[config.mk]
export PLATFORM = sky130hd
export DESIGN_NAME = sorted_interval_coalescer_flat
export DESIGN_NICKNAME = d
export VERILOG_FILES = /design/src/rtl/sic_pkg.sv /design/src/rtl/sic_if.sv /design/src/rtl/sic_merge.sv /design/src/rtl/sic_out_fifo.sv /design/src/rtl/sorted_interval_coalescer.sv /design/src/flat_wrapper.sv
export VERILOG_INCLUDE_DIRS = /design/src /design/src/rtl
export SDC_FILE = /design/constraint.sdc
export NUM_CORES = 1
export LEC_CHECK = 0
export BUFFER_PORTS_ARGS = -buffer_cell sky130_fd_sc_hd__buf_2
export CAP_MARGIN = 20
export CORE_MARGIN = 2
export CORE_UTILIZATION = 45
export DETAILED_ROUTE_END_ITERATION = 6
export PLACE_DENSITY = 0.71
export SETUP_SLACK_MARGIN = 0.2
export SLEW_MARGIN = 20
export SYNTH_ARGS = -nofsm -noshare
export SYNTH_HDL_FRONTEND = slang
export SYNTH_HIERARCHICAL = 1
export SYNTH_SLANG_ARGS = --single-unit
[constraint.sdc]
create_clock -name clk -period 14.67 [get_ports clk]
set_input_delay 3.6675 -clock clk [delete_from_list [all_inputs] [get_ports clk]]
set_output_delay 3.6675 -clock clk [all_outputs]
set_load 0.01 [all_outputs]
[src/rtl/sorted_interval_coalescer_defines.svh]
// Assertion macros shared by the coalescer modules.
// Each macro expects signals named clk and rst_n in the enclosing module.
`ifndef SORTED_INTERVAL_COALESCER_DEFINES_SVH
`define SORTED_INTERVAL_COALESCER_DEFINES_SVH

// The consequent must hold in the same cycle as the antecedent.
`define SIC_ASSERT_NOW(label, ante, cons, msg) \
  label: assert property (@(posedge clk) disable iff (!rst_n) (ante) |-> (cons)) \
    else $error(msg);

// The consequent must hold in the cycle after the antecedent.
`define SIC_ASSERT_NEXT(label, ante, cons, msg) \
  label: assert property (@(posedge clk) disable iff (!rst_n) (ante) |=> (cons)) \
    else $error(msg);

`endif

[src/rtl/sic_pkg.sv]
package sic_pkg;

  // Fixed widths of the channel value fields.
  localparam int unsigned SIC_VAL_W = 64;

  // Result queue geometry.
  localparam int unsigned SIC_FIFO_DEPTH = 4;
  localparam int unsigned SIC_PTR_W      = 2;
  localparam int unsigned SIC_CNT_W      = 3;

  // One coalesced span as it leaves the block.
  typedef struct packed {
    logic [SIC_VAL_W-1:0] lower;
    logic [SIC_VAL_W-1:0] upper;
    logic                 lower_closed;
    logic                 upper_closed;
    logic                 end_flag;
  } span_t;

  // Result slots written by one processed item; second is set only with first.
  typedef struct packed {
    logic first;
    logic second;
  } sic_push_t;

endpackage

[src/rtl/sic_if.sv]
// Span input channel.
interface sic_in_if;
  logic        valid;
  logic        ready;
  logic [63:0] lower_value;
  logic [63:0] upper_value;
  logic        lower_closed;
  logic        upper_closed;
  logic        final_span;

  modport source (output valid, lower_value, upper_value, lower_closed, upper_closed,
                  final_span, input ready);
  modport sink   (input valid, lower_value, upper_value, lower_closed, upper_closed,
                  final_span, output ready);
endinterface

// Coalesced span result channel.
interface sic_out_if;
  logic        valid;
  logic        ready;
  logic [63:0] out_lower;
  logic [63:0] out_upper;
  logic        out_lower_closed;
  logic        out_upper_closed;
  logic        out_end;

  modport source (output valid, out_lower, out_upper, out_lower_closed, out_upper_closed,
                  out_end, input ready);
  modport sink   (input valid, out_lower, out_upper, out_lower_closed, out_upper_closed,
                  out_end, output ready);
endinterface

[src/rtl/sic_merge.sv]
module sic_merge #(
  parameter int unsigned VALUE_WIDTH = 64
) (
  input  logic                   run_valid,
  input  logic [VALUE_WIDTH-1:0] run_lo,
  input  logic [VALUE_WIDTH-1:0] run_up,
  input  logic                   run_loc,
  input  logic                   run_upc,
  input  logic [VALUE_WIDTH-1:0] new_lo,
  input  logic [VALUE_WIDTH-1:0] new_up,
  input  logic                   new_loc,
  input  logic                   new_upc,
  input  logic                   new_fin,
  output logic                   nxt_valid,
  output logic [VALUE_WIDTH-1:0] nxt_lo,
  output logic [VALUE_WIDTH-1:0] nxt_up,
  output logic                   nxt_loc,
  output logic                   nxt_upc,
  output sic_pkg::sic_push_t     push,
  output sic_pkg::span_t         slot0,
  output sic_pkg::span_t         slot1
);
  import sic_pkg::*;

  logic touch_lo;
  logic touch_up;
  logic do_merge;
  logic lo_less;
  logic lo_eq;
  logic up_more;
  logic up_eq;
  logic emit_old;
  logic [VALUE_WIDTH-1:0] mrg_lo;
  logic [VALUE_WIDTH-1:0] mrg_up;
  logic mrg_loc;
  logic mrg_upc;
  span_t old_beat;
  span_t fin_beat;

  // The running upper must reach the new lower, and the new upper the running lower.
  assign touch_lo = ($signed(new_lo) < $signed(run_up)) ||
                    ((new_lo == run_up) && (run_upc || new_loc));
  assign touch_up = ($signed(run_lo) < $signed(new_up)) ||
                    ((run_lo == new_up) && (new_upc || run_loc));
  assign do_merge = run_valid && touch_lo && touch_up;
  assign emit_old = run_valid && !do_merge;

  // Outer bounds win; on equal values an inclusive bound wins.
  assign lo_less = $signed(new_lo) < $signed(run_lo);
  assign lo_eq   = new_lo == run_lo;
  assign up_more = $signed(run_up) < $signed(new_up);
  assign up_eq   = new_up == run_up;

  always_comb begin
    mrg_lo  = run_lo;
    mrg_loc = run_loc;
    if (lo_less) begin
      mrg_lo  = new_lo;
      mrg_loc = new_loc;
    end else if (lo_eq) begin
      mrg_loc = run_loc || new_loc;
    end
    mrg_up  = run_up;
    mrg_upc = run_upc;
    if (up_more) begin
      mrg_up  = new_up;
      mrg_upc = new_upc;
    end else if (up_eq) begin
      mrg_upc = run_upc || new_upc;
    end
  end

  // Next running span: merged, or replaced by the new span.
  assign nxt_lo    = do_merge ? mrg_lo  : new_lo;
  assign nxt_up    = do_merge ? mrg_up  : new_up;
  assign nxt_loc   = do_merge ? mrg_loc : new_loc;
  assign nxt_upc   = do_merge ? mrg_upc : new_upc;
  assign nxt_valid = !new_fin;

  // Beats for the displaced running span and for the flush at a final span.
  assign old_beat.lower        = SIC_VAL_W'($signed(run_lo));
  assign old_beat.upper        = SIC_VAL_W'($signed(run_up));
  assign old_beat.lower_closed = run_loc;
  assign old_beat.upper_closed = run_upc;
  assign old_beat.end_flag     = 1'b0;

  assign fin_beat.lower        = SIC_VAL_W'($signed(nxt_lo));
  assign fin_beat.upper        = SIC_VAL_W'($signed(nxt_up));
  assign fin_beat.lower_closed = nxt_loc;
  assign fin_beat.upper_closed = nxt_upc;
  assign fin_beat.end_flag     = 1'b1;

  // Old span goes first; the flush follows it or stands alone.
  assign push.first  = emit_old || new_fin;
  assign push.second = emit_old && new_fin;
  assign slot0       = emit_old ? old_beat : fin_beat;
  assign slot1       = fin_beat;

endmodule

[src/rtl/sic_out_fifo.sv]
`include "sorted_interval_coalescer_defines.svh"

module sic_out_fifo (
  input  logic               clk,
  input  logic               rst_n,
  input  sic_pkg::sic_push_t push,
  input  sic_pkg::span_t     slot0,
  input  sic_pkg::span_t     slot1,
  output logic               room,
  sic_out_if.source          out_s
);
  import sic_pkg::*;

  span_t                buf_r [SIC_FIFO_DEPTH];
  logic [SIC_PTR_W-1:0] wr_ptr_r;
  logic [SIC_PTR_W-1:0] wr_ptr_nxt;
  logic [SIC_PTR_W-1:0] rd_ptr_r;
  logic [SIC_PTR_W-1:0] rd_ptr_nxt;
  logic [SIC_CNT_W-1:0] cnt_r;
  logic [SIC_CNT_W-1:0] cnt_nxt;
  logic                 pop;
  logic [SIC_CNT_W-1:0] n_push;
  span_t                head;

  // Two free entries are needed for the worst case of one item.
  assign room = cnt_r <= SIC_CNT_W'(SIC_FIFO_DEPTH - 2);
  assign pop  = out_s.valid && out_s.ready;

  assign n_push     = SIC_CNT_W'(push.first) + SIC_CNT_W'(push.second);
  assign wr_ptr_nxt = wr_ptr_r + SIC_PTR_W'(n_push);
  assign rd_ptr_nxt = rd_ptr_r + SIC_PTR_W'(pop);
  assign cnt_nxt    = cnt_r + n_push - SIC_CNT_W'(pop);

  // Pointers and fill count.
  always_ff @(posedge clk) begin
    if (!rst_n) begin
      wr_ptr_r <= '0;
      rd_ptr_r <= '0;
      cnt_r    <= '0;
    end else begin
      wr_ptr_r <= wr_ptr_nxt;
      rd_ptr_r <= rd_ptr_nxt;
      cnt_r    <= cnt_nxt;
    end
  end

  // Storage: up to two contiguous entries written per cycle.
  always_ff @(posedge clk) begin
    if (push.first) begin
      buf_r[wr_ptr_r] <= slot0;
    end
    if (push.second) begin
      buf_r[wr_ptr_r + SIC_PTR_W'(1)] <= slot1;
    end
  end

  // Head of the queue drives the result channel.
  assign head                   = buf_r[rd_ptr_r];
  assign out_s.valid            = cnt_r != '0;
  assign out_s.out_lower        = head.lower;
  assign out_s.out_upper        = head.upper;
  assign out_s.out_lower_closed = head.lower_closed;
  assign out_s.out_upper_closed = head.upper_closed;
  assign out_s.out_end          = head.end_flag;

  `SIC_ASSERT_NOW(a_no_overflow, push.first, cnt_r <= SIC_CNT_W'(SIC_FIFO_DEPTH - 2), "result queue written without room")
  `SIC_ASSERT_NOW(a_second_needs_first, push.second, push.first, "second slot written alone")
  `SIC_ASSERT_NEXT(a_cnt_track, 1'b1, cnt_r == $past(cnt_nxt) && cnt_r <= SIC_CNT_W'(SIC_FIFO_DEPTH), "queue fill count out of range")

endmodule

[src/rtl/sorted_interval_coalescer.sv]
// Sorted interval coalescer.
// in_s carries spans sorted by lower bound, one beat per span, with inclusive
// flags for each bound and final_span on the last span of an array. out_s
// carries coalesced spans; out_end marks the last one of an array.
// Both channels use valid/ready; a beat moves when both are high.
// Only the low VALUE_WIDTH bits of each value are used; results are
// sign-extended back to 64 bits.
// A span is registered at the input, merged against the running span once the
// result buffer has room, and its results go into the buffer that drives out_s.
// Throughput: one span per cycle. The merge is a set of signed compares and
// multiplexers; results queue in a four-entry buffer, and the input stalls only
// when that buffer holds more than two beats.
// A span produces no beat, one beat, or two beats (the displaced running span
// and then the final flush).
// Reset (synchronous, active low) drops the running span, empties the result
// buffer and the input register. When the receiver stalls, results collect
// in the buffer and in_s.ready drops once it cannot take two more beats.
`include "sorted_interval_coalescer_defines.svh"

module sorted_interval_coalescer #(
  parameter int unsigned VALUE_WIDTH = 64
) (
  input logic       clk,
  input logic       rst_n,
  sic_in_if.sink    in_s,
  sic_out_if.source out_s
);
  import sic_pkg::*;

  // Input register.
  logic                   stg_valid_r;
  logic [VALUE_WIDTH-1:0] stg_lo_r;
  logic [VALUE_WIDTH-1:0] stg_up_r;
  logic                   stg_loc_r;
  logic                   stg_upc_r;
  logic                   stg_fin_r;

  // Running span.
  logic                   run_valid_r;
  logic [VALUE_WIDTH-1:0] run_lo_r;
  logic [VALUE_WIDTH-1:0] run_up_r;
  logic                   run_loc_r;
  logic                   run_upc_r;

  logic                   run_valid_nxt;
  logic [VALUE_WIDTH-1:0] run_lo_nxt;
  logic [VALUE_WIDTH-1:0] run_up_nxt;
  logic                   run_loc_nxt;
  logic                   run_upc_nxt;

  logic      in_fire;
  logic      adv;
  logic      room;
  sic_push_t mrg_push;
  sic_push_t push;
  span_t     slot0;
  span_t     slot1;

  // The staged span is processed once the buffer can take its results.
  assign adv        = stg_valid_r && room;
  assign in_s.ready = !stg_valid_r || adv;
  assign in_fire    = in_s.valid && in_s.ready;

  always_ff @(posedge clk) begin
    if (!rst_n) begin
      stg_valid_r <= 1'b0;
    end else if (in_fire) begin
      stg_valid_r <= 1'b1;
    end else if (adv) begin
      stg_valid_r <= 1'b0;
    end
  end

  always_ff @(posedge clk) begin
    if (in_fire) begin
      stg_lo_r  <= in_s.lower_value[VALUE_WIDTH-1:0];
      stg_up_r  <= in_s.upper_value[VALUE_WIDTH-1:0];
      stg_loc_r <= in_s.lower_closed;
      stg_upc_r <= in_s.upper_closed;
      stg_fin_r <= in_s.final_span;
    end
  end

  // Merge the staged span into the running span.
  sic_merge #(
    .VALUE_WIDTH(VALUE_WIDTH)
  ) u_merge (
    .run_valid (run_valid_r),
    .run_lo    (run_lo_r),
    .run_up    (run_up_r),
    .run_loc   (run_loc_r),
    .run_upc   (run_upc_r),
    .new_lo    (stg_lo_r),
    .new_up    (stg_up_r),
    .new_loc   (stg_loc_r),
    .new_upc   (stg_upc_r),
    .new_fin   (stg_fin_r),
    .nxt_valid (run_valid_nxt),
    .nxt_lo    (run_lo_nxt),
    .nxt_up    (run_up_nxt),
    .nxt_loc   (run_loc_nxt),
    .nxt_upc   (run_upc_nxt),
    .push      (mrg_push),
    .slot0     (slot0),
    .slot1     (slot1)
  );

  // Running span updates only when the staged span is processed.
  always_ff @(posedge clk) begin
    if (!rst_n) begin
      run_valid_r <= 1'b0;
    end else if (adv) begin
      run_valid_r <= run_valid_nxt;
    end
  end

  always_ff @(posedge clk) begin
    if (adv) begin
      run_lo_r  <= run_lo_nxt;
      run_up_r  <= run_up_nxt;
      run_loc_r <= run_loc_nxt;
      run_upc_r <= run_upc_nxt;
    end
  end

  // Result buffer.
  assign push.first  = adv && mrg_push.first;
  assign push.second = adv && mrg_push.second;

  sic_out_fifo u_out_fifo (
    .clk   (clk),
    .rst_n (rst_n),
    .push  (push),
    .slot0 (slot0),
    .slot1 (slot1),
    .room  (room),
    .out_s (out_s)
  );

  `SIC_ASSERT_NEXT(a_final_clears_run, adv && stg_fin_r, !run_valid_r, "running span kept after final span")
  `SIC_ASSERT_NOW(a_final_pushes, adv && stg_fin_r, push.first, "final span produced no result")
  `SIC_ASSERT_NOW(a_no_old_without_run, adv && !run_valid_r, !push.second && (push.first == stg_fin_r), "result emitted with no running span")

endmodule

[src/flat_wrapper.sv]
// flat-port wrapper written by rule: the top's interface ports become plain ports
module sorted_interval_coalescer_flat import sic_pkg::*;
#(
  parameter int unsigned VALUE_WIDTH = 64
)
  (clk, rst_n, in_s_valid, in_s_lower_value, in_s_upper_value, in_s_lower_closed, in_s_upper_closed, in_s_final_span, in_s_ready, out_s_valid, out_s_out_lower, out_s_out_upper, out_s_out_lower_closed, out_s_out_upper_closed, out_s_out_end, out_s_ready);
  sic_in_if in_s_i ();
  sic_out_if out_s_i ();
  input logic clk;
  input logic rst_n;
  input wire logic [$bits(in_s_i.valid)-1:0] in_s_valid;
  input wire logic [$bits(in_s_i.lower_value)-1:0] in_s_lower_value;
  input wire logic [$bits(in_s_i.upper_value)-1:0] in_s_upper_value;
  input wire logic [$bits(in_s_i.lower_closed)-1:0] in_s_lower_closed;
  input wire logic [$bits(in_s_i.upper_closed)-1:0] in_s_upper_closed;
  input wire logic [$bits(in_s_i.final_span)-1:0] in_s_final_span;
  output wire logic [$bits(in_s_i.ready)-1:0] in_s_ready;
  output wire logic [$bits(out_s_i.valid)-1:0] out_s_valid;
  output wire logic [$bits(out_s_i.out_lower)-1:0] out_s_out_lower;
  output wire logic [$bits(out_s_i.out_upper)-1:0] out_s_out_upper;
  output wire logic [$bits(out_s_i.out_lower_closed)-1:0] out_s_out_lower_closed;
  output wire logic [$bits(out_s_i.out_upper_closed)-1:0] out_s_out_upper_closed;
  output wire logic [$bits(out_s_i.out_end)-1:0] out_s_out_end;
  input wire logic [$bits(out_s_i.ready)-1:0] out_s_ready;
  assign in_s_i.valid = in_s_valid;
  assign in_s_i.lower_value = in_s_lower_value;
  assign in_s_i.upper_value = in_s_upper_value;
  assign in_s_i.lower_closed = in_s_lower_closed;
  assign in_s_i.upper_closed = in_s_upper_closed;
  assign in_s_i.final_span = in_s_final_span;
  assign in_s_ready = in_s_i.ready;
  assign out_s_valid = out_s_i.valid;
  assign out_s_out_lower = out_s_i.out_lower;
  assign out_s_out_upper = out_s_i.out_upper;
  assign out_s_out_lower_closed = out_s_i.out_lower_closed;
  assign out_s_out_upper_closed = out_s_i.out_upper_closed;
  assign out_s_out_end = out_s_i.out_end;
  assign out_s_i.ready = out_s_ready;
  sorted_interval_coalescer #(.VALUE_WIDTH(VALUE_WIDTH)) u_core (.clk(clk), .rst_n(rst_n), .in_s(in_s_i), .out_s(out_s_i));
endmodule
==> impl_metrics.ini <==
[cts]
cts.htree.levels = 3
clock_latency_ns = 0.67
ctsHoldBuffers = 0
cts_setup_buffers = 0
post_cts_resized = 0
cts_sinks = 794
cts_tree = yes
ctsLongestPathBuffers = 3
clk_pin_slew_ns = 0.06
root_buffer = clkbuf_16
numCtsBuffers = 90

[grt]
grt.total_usage_pct = 22.4
overflow = 0
grt_pass1_vias = 25100
grt_max_degree = 132
grt_pass1_wl_mm = 165
grt_antenna_before_repair = 7

[timing]
finalSetupViolCount = 0
fin_ws_ns = 7.77
fin_tns_setup_ns = 0
hold_viol = 0
rsz0062_at_grt = no
maxSlewViolCount = 0
fmax_ghz = 0.145
post-route-period-util_pct = 47.0
slew-limit-headroom_pct = 20.5
finalWorstPathRequiredPeriod_ns = 6.90
worst_pin_slew_ns = 1.19
fin_skew_ns = 0.0319

[logic_synthesis]
synth_edf_count = 785
synth_area_per_cell_um2 = 15.2
yosysSeqAreaShare_pct = 54.1
yosysWarnings = 6
syn_nets = 3281
synth-seq-cells = 794
syn_inst = 2883
ys_types = 65
async_flop_share_pct = 0
ys.flop_type = edfxtp_1
synth_area_um2 = 43900

[floorplanning]
fp.dieH_um = 316
core_um2 = 96700
start_util_pct = 45.4
ios = 268
dieArea_um2 = 100000
num_rows = 114
die_w_um = 316

[pwr]
power.share.switching_pct = 29.0
peakVddDrop_mv = 0.109
p_int_w = 0.00468
combPwrFrac_pct = 23.4
power_density_nw_per_um2 = 137
p_sw_w = 0.00191
power.share.clock_pct = 33.8
leakage_nw = 18.2
seqPwrFrac_pct = 42.8

[job]
max-cap-violations = 0

[placement]
place_hpwl_mm = 73.0
place_ws_ns = 7.99
dp.cells = 4216
io_buffer_count = 267
place_congestion = 0.842

[critical_path]
end_kind = primary output
crit_chain = buf_4 -> mux4_2 -> buf_2
critPathMaxFanout = 45
crit_path_top_delay_cell = buf_4
path_buf_inv = 2
worstSetupPathType = flip-flop to primary output
crit_arrival_ns = 3.23
path_delay_family = buffers and inverters
cpPeakStageDelay_ns = 0.88
cp_data_required_time_ns = 11.00
crit_path_start_kind = flip-flop

[status]
status = finished, final reports clean

[finish]
layoutNonFillerInstCount = 4383
final_cell_mix = edfxtp_1 (785), mux2_2 (583), buf_2 (267)
final.fill_count = 8236
syn_to_final_growth_pct = 10.1
post-route-util_pct = 50.0
finish.net_count = 3431
layout-drive-gt1-share_pct = 37.9
final_common_cell = edfxtp_1

[detailed_routing]
routed_via_density = 5.76
antenna_left = 0
finalWirelength_mm = 113
wl_per_cell_um = 25.8
dr.pass1.iters = 5
vias = 25200
drc = 0
drtIter0Drc = 2129

[hold_path]
hold_class = flip-flop to flip-flop
[power by group through the flow]
stage / sequential, W / combinational (W) / clock [W]
6_report: 0.00282 / 0.00155 / 0.00223
5_1_grt: 0.00284 / 0.00168 / 0.00236
4_1_cts: 0.00282 / 0.00156 / 0.00228
3_5_place_dp: 0.00287 / 0.00155 / 0
3_3_place_gp: 0.00287 / 0.00153 / 0
2_1_floorplan: 0.00282 / 0.00111 / 0
[final cells by class]
type / count / area, um2 / share of cell area, %
Multi-Input combinational cell: 1630 / 17700 / 36.5
Clock inverter: 60 / 537 / 1.11
Tap cell: 1276 / 1600 / 3.30
Clock buffer: 105 / 2330 / 4.82
Timing Repair Buffer: 306 / 1650 / 3.40
Antenna cell: 1 / 2.50 / 0.00518
Inverter: 211 / 792 / 1.64
Sequential cell: 794 / 23800 / 49.2
[per-stage QoR]
step                      total power, W  hold slack, ns  area (um2)
final                            0.00660           0.586       48300
after detailed placement         0.00442           0.584       45400
after global placement           0.00440           0.560       45400
after floorplan                  0.00393           0.438       43900
after global routing             0.00688           0.616       48300
after CTS                        0.00666           0.586       48300
[layer usage]
layer,track usage [%],part of all wire (%),wire length (um)
met4,6.27,2.7,3040
met5,0,0.022,25
met1,30.6,43,48200
met3,4.23,6.7,7520
met2,36.6,48,54200
[Yosys cell counts (all sizes together), types with 19 or more instances]
| master | n | area (um2) |
|---|---|---|
| inv | 211 | 792 |
| mux4 | 131 | 2950 |
| ha | 262 | 3280 |
| a21oi | 99 | 495 |
| nand2 | 60 | 225 |
| edfxtp | 785 | 23600 |
| nand4 | 55 | 344 |
| mux2 | 652 | 7340 |
| nand3 | 28 | 140 |
| nor2 | 19 | 71.3 |
| o21ai | 38 | 194 |
| buf | 240 | 1730 |
| mux2i | 131 | 1310 |
[cells by family after synthesis]
| kind of cell | synth area share, % |
|---|---|
| muxes | 26.4 |
| xor gates and xnor gates | 0.163 |
| other | 0.00855 |
| and+or+nand+nor | 2.83 |
| adders and majority gates | 7.52 |
| buffers and inverters | 5.81 |
| DFF | 54.1 |
| AOI/OAI and AO/OA | 3.10 |
[path summary, 6_finish.rpt]
kind         cells past startpoint                                  endpoint                                     start  slack [ns]
min                              2           u_core/run_valid_r$_SDFFE_PN0P_           u_core/stg_valid_r$_SDFFE_PN0P_        0.59
max reg2reg                     14  u_core/u_out_fifo/buf_r[0][55]$_DFFE_PP_             u_core/run_lo_r[50]$_DFFE_PP_        7.95
max                              3                       out_s_out_upper[42]  u_core/u_out_fifo/rd_ptr_r[0]$_SDFF_PN0_        7.77
min reg2reg                      2           u_core/run_valid_r$_SDFFE_PN0P_           u_core/stg_valid_r$_SDFFE_PN0P_        0.59
[state kept, by name, indices dropped and copies added, names as in the netlist, 2 cells and up]
name and flops:
u_core/stg_lo_r 64, u_core/run_lo_r 64, u_core/run_up_r 64, u_core/u_out_fifo/buf_r 524, u_core/u_out_fifo/wr_ptr_r 2, u_core/stg_up_r 64
u_core/u_out_fifo/rd_ptr_r 2, u_core/u_out_fifo/cnt_r 3
[worst min-delay path: stages, from the launching register on]
cell     delay (ns)
dfxtp_1        0.37
nand4_1        0.13
o21ai_2        0.05
Note: power is estimated with default switching activity, not from simulation.
